## config.mk

```make
export PLATFORM = sky130hd
export DESIGN_NAME = ladder_button_debouncer_flat
export DESIGN_NICKNAME = d
export VERILOG_FILES = /design/src/rtl/lbd_pkg.sv /design/src/rtl/lbd_req_if.sv /design/src/rtl/lbd_rsp_if.sv /design/src/rtl/lbd_csr_if.sv /design/src/rtl/lbd_decode.sv /design/src/rtl/ladder_button_debouncer.sv /design/src/flat_wrapper.sv
export VERILOG_INCLUDE_DIRS = /design/src /design/src/rtl
export SDC_FILE = /design/constraint.sdc
export NUM_CORES = 1
export LEC_CHECK = 0
export ABC_AREA = 1
export BUFFER_PORTS_ARGS = -buffer_cell sky130_fd_sc_hd__buf_2
export CORE_UTILIZATION = 61
export DETAILED_ROUTE_END_ITERATION = 8
export PLACE_DENSITY = 0.8
export SYNTH_ARGS = -nofsm -noshare
export SYNTH_HDL_FRONTEND = slang
export SYNTH_SLANG_ARGS = --single-unit
```

## constraint.sdc

```tcl
create_clock -name clock -period 8.73 [get_ports clock]
set_input_delay 0.873 -clock clock [delete_from_list [all_inputs] [get_ports clock]]
set_output_delay 0.873 -clock clock [all_outputs]
set_load 0.01 [all_outputs]
```

## src/rtl/assert_macros.svh

```systemverilog
// ---------------------------------------------------------------------------
// assert_macros.svh
// Shared concurrent assertion macros for the RTL.
// ---------------------------------------------------------------------------
`ifndef ASSERT_MACROS_SVH
`define ASSERT_MACROS_SVH

// Same-cycle implication, checked outside reset.
`define ASSERT_IMPLIES(label, clk, rst, ante, cons) \
   label: assert property (@(posedge clk) disable iff (rst) (ante) |-> (cons)) \
      else $error("assertion failed: same-cycle implication");

// Next-cycle implication, checked outside reset.
`define ASSERT_NEXT(label, clk, rst, ante, cons) \
   label: assert property (@(posedge clk) disable iff (rst) (ante) |=> (cons)) \
      else $error("assertion failed: next-cycle implication");

`endif

```

## src/rtl/lbd_pkg.sv

```systemverilog
// ---------------------------------------------------------------------------
// lbd_pkg
// Types and constants shared by the ladder button debouncer.
// ---------------------------------------------------------------------------
package lbd_pkg;

   localparam int SAMPLE_W = 12;
   localparam int THRESH_W = 13;
   localparam int LEN_W    = 8;
   localparam int CODE_W   = 3;
   localparam int CSR_IDX_W  = 3;
   localparam int CSR_DATA_W = 13;

   localparam logic [CODE_W-1:0] IDLE_CODE = 3'd7;

   // Register map
   localparam logic [CSR_IDX_W-1:0] REG_THRESH_0     = 3'd0;
   localparam logic [CSR_IDX_W-1:0] REG_DEBOUNCE_LEN = 3'd6;

   localparam logic [THRESH_W-1:0] THRESH_RST [6] = '{
      13'd500, 13'd1200, 13'd1900, 13'd2600, 13'd3200, 13'd3700
   };
   localparam logic [LEN_W-1:0] DEBOUNCE_LEN_RST = 8'd3;

   typedef struct packed {
      logic              press_event;
      logic [CODE_W-1:0] button_index;
   } result_type;

endpackage

```

## src/rtl/lbd_req_if.sv

```systemverilog
// ---------------------------------------------------------------------------
// lbd_req_if
// Sample channel: one converter reading per beat.
// ---------------------------------------------------------------------------
interface lbd_req_if;
   logic                         valid;
   logic                         ready;
   logic [lbd_pkg::SAMPLE_W-1:0] adc_sample;

   modport source (output valid, output adc_sample, input ready);
   modport sink   (input valid, input adc_sample, output ready);
endinterface

```

## src/rtl/lbd_rsp_if.sv

```systemverilog
// ---------------------------------------------------------------------------
// lbd_rsp_if
// Result channel: one press report per beat.
// ---------------------------------------------------------------------------
interface lbd_rsp_if;
   logic                       valid;
   logic                       ready;
   logic                       press_event;
   logic [lbd_pkg::CODE_W-1:0] button_index;

   modport source (output valid, output press_event, output button_index, input ready);
   modport sink   (input valid, input press_event, input button_index, output ready);
endinterface

```

## src/rtl/lbd_csr_if.sv

```systemverilog
// ---------------------------------------------------------------------------
// lbd_csr_if
// Register write channel: index and data per beat.
// ---------------------------------------------------------------------------
interface lbd_csr_if;
   logic                           valid;
   logic                           ready;
   logic [lbd_pkg::CSR_IDX_W-1:0]  index;
   logic [lbd_pkg::CSR_DATA_W-1:0] data;

   modport source (output valid, output index, output data, input ready);
   modport sink   (input valid, input index, input data, output ready);
endinterface

```

## src/rtl/lbd_decode.sv

```systemverilog
// ---------------------------------------------------------------------------
// lbd_decode
// Ladder decode: lowest button whose threshold exceeds the sample, else idle.
// ---------------------------------------------------------------------------
module lbd_decode #(
   parameter int BUTTONS = 6
) (
   input  logic [lbd_pkg::SAMPLE_W-1:0] sample,
   input  logic [lbd_pkg::THRESH_W-1:0] thresh [BUTTONS],
   output logic [lbd_pkg::CODE_W-1:0]   code
);

   always_comb begin
      code = lbd_pkg::IDLE_CODE;
      for (int i = BUTTONS - 1; i >= 0; i--) begin
         if ({1'b0, sample} < thresh[i]) begin
            code = lbd_pkg::CODE_W'(i);
         end
      end
   end

endmodule

```

## src/rtl/ladder_button_debouncer.sv

```systemverilog
// ---------------------------------------------------------------------------
// ladder_button_debouncer
// Resistor-ladder button decoder with run-length debounce and press events.
// ---------------------------------------------------------------------------
// Takes one sample per clock unless stalled and returns one result beat per
// sample: the sample is held in an input register, then decoded and
// debounced in a single pass into the result register. Back-pressure on the
// result channel stalls the input side only when both registers are full.
// Registers 0..5 are the ladder thresholds (only the first BUTTONS are used),
// register 6 is the debounce run length; write them while idle.
// ---------------------------------------------------------------------------
`include "assert_macros.svh"

module ladder_button_debouncer #(
   parameter int BUTTONS = 6
) (
   input  logic       clock,
   input  logic       reset,
   lbd_req_if.sink    req_bus,
   lbd_rsp_if.source  rsp_bus,
   lbd_csr_if.sink    csr_bus
);

   logic [lbd_pkg::THRESH_W-1:0] thresh_ff [BUTTONS];
   logic [lbd_pkg::LEN_W-1:0]    len_ff;

   logic                         smp_valid_ff;
   logic [lbd_pkg::SAMPLE_W-1:0] smp_ff;

   logic                         rsp_valid_ff;
   lbd_pkg::result_type          rsp_ff;
   lbd_pkg::result_type          rsp_in;

   logic [lbd_pkg::CODE_W-1:0]   last_ff, last_in;
   logic [lbd_pkg::LEN_W-1:0]    count_ff, count_in;
   logic [lbd_pkg::CODE_W-1:0]   conf_ff, conf_in;
   logic [lbd_pkg::CODE_W-1:0]   rep_ff, rep_in;

   logic [lbd_pkg::CODE_W-1:0]   code;
   logic                         step;
   logic                         press;
   logic                         csr_wr;

   // Config registers
   assign csr_bus.ready = 1'b1;
   assign csr_wr        = csr_bus.valid & csr_bus.ready;

   for (genvar g = 0; g < BUTTONS; g++) begin : g_thresh
      always_ff @(posedge clock) begin
         if (reset) begin
            thresh_ff[g] <= lbd_pkg::THRESH_RST[g];
         end else if (csr_wr && csr_bus.index == lbd_pkg::REG_THRESH_0 +
                      lbd_pkg::CSR_IDX_W'(g)) begin
            thresh_ff[g] <= csr_bus.data;
         end
      end
   end

   always_ff @(posedge clock) begin
      if (reset) begin
         len_ff <= lbd_pkg::DEBOUNCE_LEN_RST;
      end else if (csr_wr && csr_bus.index == lbd_pkg::REG_DEBOUNCE_LEN) begin
         len_ff <= csr_bus.data[lbd_pkg::LEN_W-1:0];
      end
   end

   // Pipeline control
   assign step          = smp_valid_ff & (~rsp_valid_ff | rsp_bus.ready);
   assign req_bus.ready = ~smp_valid_ff | step;

   always_ff @(posedge clock) begin
      if (reset) begin
         smp_valid_ff <= 1'b0;
         rsp_valid_ff <= 1'b0;
      end else begin
         if (req_bus.ready) begin
            smp_valid_ff <= req_bus.valid;
         end
         if (~rsp_valid_ff | rsp_bus.ready) begin
            rsp_valid_ff <= smp_valid_ff;
         end
      end
   end

   always_ff @(posedge clock) begin
      if (req_bus.valid && req_bus.ready) begin
         smp_ff <= req_bus.adc_sample;
      end
      if (step) begin
         rsp_ff <= rsp_in;
      end
   end

   lbd_decode #(
      .BUTTONS (BUTTONS)
   ) u_decode (
      .sample (smp_ff),
      .thresh (thresh_ff),
      .code   (code)
   );

   // Debounce and press tracking
   always_comb begin
      last_in = code;
      if (code == last_ff) begin
         count_in = (count_ff < len_ff) ? count_ff + 1'b1 : count_ff;
      end else begin
         count_in = lbd_pkg::LEN_W'(1);
      end
      conf_in = (count_in >= len_ff) ? code : conf_ff;
      press   = (conf_in != lbd_pkg::IDLE_CODE) && (conf_in != rep_ff);
      priority if (press) begin
         rep_in = conf_in;
      end else if (conf_in == lbd_pkg::IDLE_CODE) begin
         rep_in = lbd_pkg::IDLE_CODE;
      end else begin
         rep_in = rep_ff;
      end
      rsp_in.press_event  = press;
      rsp_in.button_index = press ? conf_in : '0;
   end

   always_ff @(posedge clock) begin
      if (reset) begin
         last_ff  <= lbd_pkg::IDLE_CODE;
         count_ff <= '0;
         conf_ff  <= lbd_pkg::IDLE_CODE;
         rep_ff   <= lbd_pkg::IDLE_CODE;
      end else if (step) begin
         last_ff  <= last_in;
         count_ff <= count_in;
         conf_ff  <= conf_in;
         rep_ff   <= rep_in;
      end
   end

   assign rsp_bus.valid        = rsp_valid_ff;
   assign rsp_bus.press_event  = rsp_ff.press_event;
   assign rsp_bus.button_index = rsp_ff.button_index;

   // Checks
   `ASSERT_IMPLIES(a_idx_zero_no_press, clock, reset,
                   rsp_valid_ff && !rsp_ff.press_event, rsp_ff.button_index == '0)
   `ASSERT_IMPLIES(a_idx_in_range, clock, reset,
                   rsp_valid_ff && rsp_ff.press_event,
                   rsp_ff.button_index < lbd_pkg::CODE_W'(BUTTONS))
   `ASSERT_NEXT(a_press_marks_reported, clock, reset,
                step && press, rep_ff == conf_ff && rep_ff != lbd_pkg::IDLE_CODE)
   `ASSERT_NEXT(a_run_nonzero, clock, reset, step && len_ff != '0, count_ff != '0)
   `ASSERT_NEXT(a_stall_holds_rsp, clock, reset,
                rsp_valid_ff && !rsp_bus.ready, rsp_valid_ff && $stable(rsp_ff))

endmodule
```

## src/flat_wrapper.sv

```systemverilog
// flat-port wrapper written by rule: the top's interface ports become plain ports
module ladder_button_debouncer_flat 
#(
   parameter int BUTTONS = 6
)
  (clock, reset, req_bus_valid, req_bus_adc_sample, req_bus_ready, rsp_bus_valid, rsp_bus_press_event, rsp_bus_button_index, rsp_bus_ready, csr_bus_valid, csr_bus_index, csr_bus_data, csr_bus_ready);
  lbd_req_if req_bus_i ();
  lbd_rsp_if rsp_bus_i ();
  lbd_csr_if csr_bus_i ();
  input  logic clock;
  input  logic reset;
  input wire logic [$bits(req_bus_i.valid)-1:0] req_bus_valid;
  input wire logic [$bits(req_bus_i.adc_sample)-1:0] req_bus_adc_sample;
  output wire logic [$bits(req_bus_i.ready)-1:0] req_bus_ready;
  output wire logic [$bits(rsp_bus_i.valid)-1:0] rsp_bus_valid;
  output wire logic [$bits(rsp_bus_i.press_event)-1:0] rsp_bus_press_event;
  output wire logic [$bits(rsp_bus_i.button_index)-1:0] rsp_bus_button_index;
  input wire logic [$bits(rsp_bus_i.ready)-1:0] rsp_bus_ready;
  input wire logic [$bits(csr_bus_i.valid)-1:0] csr_bus_valid;
  input wire logic [$bits(csr_bus_i.index)-1:0] csr_bus_index;
  input wire logic [$bits(csr_bus_i.data)-1:0] csr_bus_data;
  output wire logic [$bits(csr_bus_i.ready)-1:0] csr_bus_ready;
  assign req_bus_i.valid = req_bus_valid;
  assign req_bus_i.adc_sample = req_bus_adc_sample;
  assign req_bus_ready = req_bus_i.ready;
  assign rsp_bus_valid = rsp_bus_i.valid;
  assign rsp_bus_press_event = rsp_bus_i.press_event;
  assign rsp_bus_button_index = rsp_bus_i.button_index;
  assign rsp_bus_i.ready = rsp_bus_ready;
  assign csr_bus_i.valid = csr_bus_valid;
  assign csr_bus_i.index = csr_bus_index;
  assign csr_bus_i.data = csr_bus_data;
  assign csr_bus_ready = csr_bus_i.ready;
  ladder_button_debouncer #(.BUTTONS(BUTTONS)) u_core (.clock(clock), .reset(reset), .req_bus(req_bus_i), .rsp_bus(rsp_bus_i), .csr_bus(csr_bus_i));
endmodule
```

==> impl_metrics.yaml, run 1 <==
run_status:
  outcome: "complete, no violations"
timing:
  slew_violations: 0
  rsz0062_at_grt: "false"
  clock.fmax_mhz: 237
  final_hold_viol_count: 0
  max_slew_margin: 0.298
  fin_ws_ns: 4.52
  setup_viol: 0
  tightest_slew_ns: 1.05
  tns_ns: 0
  finalCritPeriodShare: 0.483
  finalCriticalPeriod_ns: 4.21
  finalClockSkew_ns: 0.00811
synth:
  syn_area_um2: 6730
  synth_fp_nets: 995
  synth.avg_cell_area_um2: 7.65
  synth_seq_cells: 121
  ys_seq_area_frac: 0.384
  netlist_instances: 880
  ys_types: 36
  yosysWarnings: 0
grt:
  grt_usage: 0.316
  grt_pass1_vias: 5881
  grt_pass1_wl_um: 27400
  grt_max_degree: 94
  overflow: 0
  antenna_found_initial: 1
final_layout:
  syn_to_final_growth_pct: 12.8
  final_nets: 1031
  design_area_um2: 7590
  fillers: 816
  final_common_cell: "nand2_1"
  drive_gt1_frac: 0.105
  layout_common_cells: "177 x nand2_1, 150 x inv_1, 105 x dfxtp_1"
place:
  hpwl_um: 11900
  dp_slack_ns: 4.66
  port_buffers: 38
  place.gp.congestion: 0.922
  place_area_um2: 7010
worst_setup_path:
  worst_setup_path_end_kind: "flop"
  required_ns: 9.02
  ff2ff_setup_slack_ns: 4.52
  worstSetupStartpointType: "flop"
  cp_slowest_stage_delay_ns: 0.53
  worst_path_most_repeated_cell: "nand2_1"
  arrival_ns: 4.50
  cp_max_fo: 8
  path_class: "reg -> reg"
  slowest_stage: "edfxtp_1"
routing:
  wl_per_cell_um: 15.9
  via_per_inst: 5.65
  finalWirelength_um: 16900
  num_vias: 6012
  route.antenna.remaining_nets: 0
  drc: 0
  dr.pass1.iters: 5
  dr.first_iter.drc_count: 374
cts:
  clockBufferDepth: 2
  clockRootBuffer: "clkbuf_8"
  clk_pin_slew_ns: 0.06
  ctsResizeCount: 0
  htree_num_levels: 4
  clkSinkCount: 121
  cts-buffers-inserted: 17
  cts_tree: "yes"
  cts_setup_buffers: 0
  clock_latency_ns: 0.53
  postCtsHoldBufs: 0
floorplan:
  ios: 40
  core-area_um2: 10500
  start_util: 0.640
  row_count: 37
  die_x_um: 107
  die_y_um: 107
  die_area_um2: 11500
power_and_ir_drop:
  pwr_density_cell_nw_per_um2: 200
  p_leak_nw: 3.71
  ir_worst_vdd_uv: 162
run:
  maxCapViolCount: 0
min_path:
  hold_class: "reg -> reg"
## layer usage
metal / track usage / vias to the layer above / part of all wire
li1: - / 2967 / -
met1: 0.383 / 2797 / 0.43
met2: 0.534 / 208 / 0.47
met3: 0.0723 / 40 / 0.069
met4: 0.139 / 0 / 0.028
met5: 0 / - / 0
## flip-flops by register name, summed over array words and instances, names as in the netlist
signal / flops
u_core.thresh_ff: 78
u_core.smp_ff: 12
u_core.count_ff: 8
u_core.len_ff: 8
u_core.conf_ff: 3
u_core.last_ff: 3
u_core.rep_ff: 3
u_core.rsp_bus.button_index: 3
u_core.rsp_bus.press_event: 1
u_core.rsp_bus.valid: 1
u_core.smp_valid_ff: 1
## synthesized netlist by cell type, drive strengths merged
cell type / count / area [um^2]
edfxtp: 16 / 480
inv: 153 / 574
o21bai: 2 / 15.0
or2: 2 / 12.5
dfxtp: 105 / 2100
nor3: 5 / 30.0
nand4: 10 / 62.6
a31o: 1 / 8.76
clkinv: 1 / 5.00
nand3: 35 / 205
clkbuf: 22 / 82.6
nor2: 51 / 204
a21oi: 90 / 473
nand3b: 1 / 7.51
mux2i: 2 / 20.0
ha: 82 / 1030
o21a: 2 / 15.0
xnor2: 1 / 8.76
buf: 3 / 31.3
conb: 1 / 3.75
and2: 1 / 8.76
o21ai: 76 / 384
o211ai: 32 / 240
xor2: 3 / 26.3
nand2: 183 / 702
## report_power, final
part,internal (W),switching (W)
Sequential,0.000593,0.0000184
Clock,0.000458,0.000246
Combinational,0.0000685,0.000131
Total,0.00112,0.000395
## cell families after synthesis
group / after synthesis / synth area share
simple gates: 288 / 0.183
xor+xnor: 4 / 0.00521
compound gates: 203 / 0.169
mux: 2 / 0.00298
fa+ha+maj: 82 / 0.152
other cells: 1 / 0.000557
buf+inv: 179 / 0.103
flops: 121 / 0.384
## worst max-delay path: cells and delay by family (launching register included)
| kind | cells | cell delay, ns |
|---|---|---|
| xor gates and xnor gates | 1 | 0.12 |
| AOI/OAI and AO/OA | 3 | 0.53 |
| DFF | 1 | 0.53 |
| and+or+nand+nor | 20 | 2.05 |
| buffers and inverters | 2 | 0.14 |
| adders and majority gates | 2 | 0.61 |
## cell type report
cell class | count | area (um^2) | share of cell area
flip-flops and latches | 121 | 2580 | 0.340
repair buffers | 42 | 220 | 0.0290
diodes | 1 | 2.50 | 0.000330
well taps | 136 | 170 | 0.0224
clock buffers | 21 | 429 | 0.0566
multi-input cells | 580 | 3450 | 0.455
inverters | 154 | 579 | 0.0763
clock inverters | 10 | 151 | 0.0200
## final timing paths
path / start / end / cells past startpoint
worst max-delay path: u_core.smp_ff[6] / u_core.rsp_bus.button_index[1] / 28
worst min-delay path: u_core.thresh_ff[8] / u_core.thresh_ff[8] / 2
worst max register to register: u_core.smp_ff[6] / u_core.rsp_bus.button_index[1] / 28
worst min register to register: u_core.thresh_ff[8] / u_core.thresh_ff[8] / 2
## per-stage QoR
stage	utilization	instances	hold slack (ns)	total power, W
5_1_grt	0.722	1064	0.480	0.00157
4_1_cts	0.722	1064	0.462	0.00151
6_report	0.722	1065	0.460	0.00151
2_1_floorplan	-	880	0.433	0.000756
3_3_place_gp	0.667	1033	0.445	0.000804
3_5_place_dp	0.667	1033	0.452	0.000815
No activity file was read; power rests on OpenSTA's default activity.
==> run 2, diff against run 1 <==
--- a/config.mk
+++ b/config.mk
@@ -6,11 +6,11 @@
 export SDC_FILE = /design/constraint.sdc
 export NUM_CORES = 1
 export LEC_CHECK = 0
-export ABC_AREA = 1
+export ABC_AREA = 0
 export BUFFER_PORTS_ARGS = -buffer_cell sky130_fd_sc_hd__buf_2
-export CORE_UTILIZATION = 61
+export CORE_UTILIZATION = 56
 export DETAILED_ROUTE_END_ITERATION = 8
-export PLACE_DENSITY = 0.8
+export PLACE_DENSITY = 0.77
 export SYNTH_ARGS = -nofsm -noshare
 export SYNTH_HDL_FRONTEND = slang
 export SYNTH_SLANG_ARGS = --single-unit
==> constraint.sdc (replaced) <==
create_clock -name clock -period 3.85 [get_ports clock]
set_input_delay 0.385 -clock clock [delete_from_list [all_inputs] [get_ports clock]]
set_output_delay 0.385 -clock clock [all_outputs]
set_load 0.01 [all_outputs]
==> impl_metrics.yaml, run 2 <==
timing:
  final_hold_viol_count: 0
  finalCritPeriodShare: 1.20
  clock.fmax_mhz: 217
  rsz0062_at_grt: "true"
  fin_hold_ws_ns: 0.131
  finalCriticalPeriod_ns: 4.62
  fin_ws_ns: -0.765
  slew_violations: 0
  setup_viol: 10
  tightest_slew_ns: 1.31
  max_slew_margin: 0.126
  finalClockSkew_ns: 0.00596
  tns_ns: -5.76
synth:
  ys_types: 68
  syn_area_um2: 6870
  yosysWarnings: 0
  synth.avg_cell_area_um2: 8.23
  synth_common_cells: "167 x nand2_1, 105 x dfxtp_1, 82 x ha_1, 82 x inv_1, 81 x a21oi_1"
  synth.top_cell.area_share: 0.306
  yosysTopAreaCell: "dfxtp_1"
  netlist_instances: 835
  synth.most_common_cell: "nand2_1"
  synth-edff-count: 16
  synth_fp_nets: 950
  async_flop_share: 0
  synth_seq_cells: 121
  synthFlopType: "dfxtp_1"
  synth.area.top_cells: "dfxtp_1 31%, ha_1 15%, nand2_1 9.1%"
  ys_seq_area_frac: 0.376
cts:
  cts-buffers-inserted: 17
  clkSinkCount: 121
  clockBufferDepth: 2
  clockRootBuffer: "clkbuf_16"
  cts_tree: "yes"
  htree_num_levels: 4
  clock_latency_ns: 0.43
  clk_pin_slew_ns: 0.06
  postCtsHoldBufs: 0
place:
  place_area_um2: 7770
  hpwl_um: 13100
  place.gp.congestion: 0.929
  port_buffers: 38
final_layout:
  design_area_um2: 8960
  drive_gt1_frac: 0.244
  final_util: 0.749
  syn_to_final_growth_pct: 30.4
  multi_input_area_um2: 4320
  final_nets: 1078
  layout_common_cells: "164 x nand2_1, 105 x dfxtp_1, 90 x buf_4"
  regMostFlops: "u_core.thresh_ff"
  fillers: 846
  regArea_um2: 2580
  antennaDiodeCount: 0
  final_common_cell: "nand2_1"
  largest_registers: "u_core.thresh_ff x78, u_core.smp_ff x12"
  largest_register_ffs: 78
routing:
  finalWirelength_um: 19900
  dr.pass1.iters: 5
  num_vias: 6779
  dr.first_iter.drc_count: 625
  wl_per_cell_um: 17.8
  via_per_inst: 6.04
  drc: 0
  route.antenna.remaining_nets: 0
floorplan:
  row_count: 40
  core-area_um2: 12000
  die_y_um: 113
  start_util: 0.574
  ios: 40
  die_area_um2: 12700
  die_x_um: 113
run_status:
  outcome: "finished, violations left"
  failed_checks: "negative setup slack"
grt:
  grt_usage: 0.317
  grt_pass1_vias: 6554
  overflow: 0
  grt_pass1_wl_um: 31400
  antenna_found_initial: 0
  grt_max_degree: 70
min_path:
  min_path_cells: 1
  holdPathEnd: "u_core.smp_ff[3]"
  worstHoldStart: "req_bus_adc_sample[3]"
  hold_class: "in -> reg"
worst_setup_path:
  path_class: "reg -> reg"
  rr_worst_depth: 20
  critPathBufInv: 2
  r2r-end: "u_core.rsp_bus.press_event"
  cp_top_family: "compound AO/OA/AOI/OAI gates"
  cp_slowest_stage_delay_ns: 0.42
  worstSetupStartpointType: "flop"
  worst_setup_path_end_kind: "flop"
  reg2reg_from: "u_core.smp_ff[3]"
  arrival_ns: 4.79
  required_ns: 4.02
  cp_cell_sequence: "buf_4 > ha_1 > o21ai_1 > a211oi_2 > a211oi_4 > a211oi_2 > a311oi_2 > o311ai_4 > buf_4 > nand2_8 > nor2_4 > ha_4 > o2111ai_2 > o21a_1 > o21ai_4 > nand2_2 > o22a_1 > or3_1 > o211ai_1 > nor3_2"
  slowest_stage: "edfxtp_1"
  cp_max_fo: 7
  ff2ff_setup_slack_ns: -0.77
power_and_ir_drop:
  ir_worst_vdd_uv: 320
  p_leak_nw: 3.80
  pwr_density_cell_nw_per_um2: 382
run:
  maxCapViolCount: 0
## run 2: changes by cell type in the layout (fill, tap and decap cells not counted), moves of 12 or more
cell / before / now
buf_4: 4 / 90
inv_1: 150 / 82
o21ai_0: 73 / 14
nor2_1: 48 / 24
a21o_1: 0 / 13
nand2_1: 177 / 164
ha_1: 82 / 70
## run 2: layer usage
metal,up-vias,GRT usage,share of wire
met5,-,0,0
met4,0,0.147,0.034
met3,79,0.0670,0.072
met2,311,0.529,0.48
met1,3190,0.394,0.42
li1,3199,-,-
## run 2: where the power goes
group | switching, W | internal [W] | total (W)
Sequential | 0.0000268 | 0.00132 | 0.00135
Combinational | 0.000288 | 0.000226 | 0.000514
Clock | 0.000610 | 0.000951 | 0.00156
Total | 0.000925 | 0.00250 | 0.00342
## run 2: how the worst max path moves through the flow
stage / start / end / slack [ns] / cells past startpoint
finish: u_core.smp_ff[3] / u_core.rsp_bus.press_event / -0.77 / 20
global route: u_core.smp_ff[9] / u_core.rsp_bus.press_event / -0.88 / 21
CTS: u_core.smp_ff[4] / u_core.rsp_bus.button_index[2] / -0.73 / 20
detailed placement: u_core.smp_ff[4] / u_core.rsp_bus.press_event / -0.77 / 20
global placement: u_core.smp_ff[4] / u_core.rsp_bus.press_event / -0.64 / 18
floorplan: u_core.smp_ff[4] / u_core.rsp_bus.press_event / -0.45 / 22
## run 2: per-stage QoR
stage / std cells / power (W) / setup slack [ns]
global placement: 1064 / 0.00175 / -0.636
finish: 1123 / 0.00342 / -0.765
floorplan: 835 / 0.00161 / -0.454
detailed placement: 1064 / 0.00177 / -0.773
global route: 1123 / 0.00353 / -0.877
CTS: 1113 / 0.00337 / -0.726
## run 2: timing repair
| action | CTS | global route |
|---|---|---|
| setup buffers | 15 | 10 |
| pin swaps | 18 | 25 |
| setup endpoints to repair | 10 | 10 |
| gates resized for setup | 20 | 53 |
| cloned | 2 | 0 |
## run 2: logic make-up after synthesis
| family | synth area share |
|---|---|
| other | 0.000546 |
| flip-flops | 0.376 |
| adder cells (fa/ha/maj) | 0.149 |
| XOR/XNOR | 0.00893 |
| AND/OR/NAND/NOR | 0.202 |
| multiplexers | 0.00164 |
| buffers and inverters | 0.0643 |
| AO/OA/AOI/OAI | 0.198 |
## run 2: layout make-up
class | instances | share of cell area
Clock inverter | 14 | 0.0166
Sequential cell | 121 | 0.288
Tap cell | 147 | 0.0205
Multi-Input combinational cell | 602 | 0.482
Inverter | 83 | 0.0348
Timing Repair Buffer | 138 | 0.110
Clock buffer | 18 | 0.0479
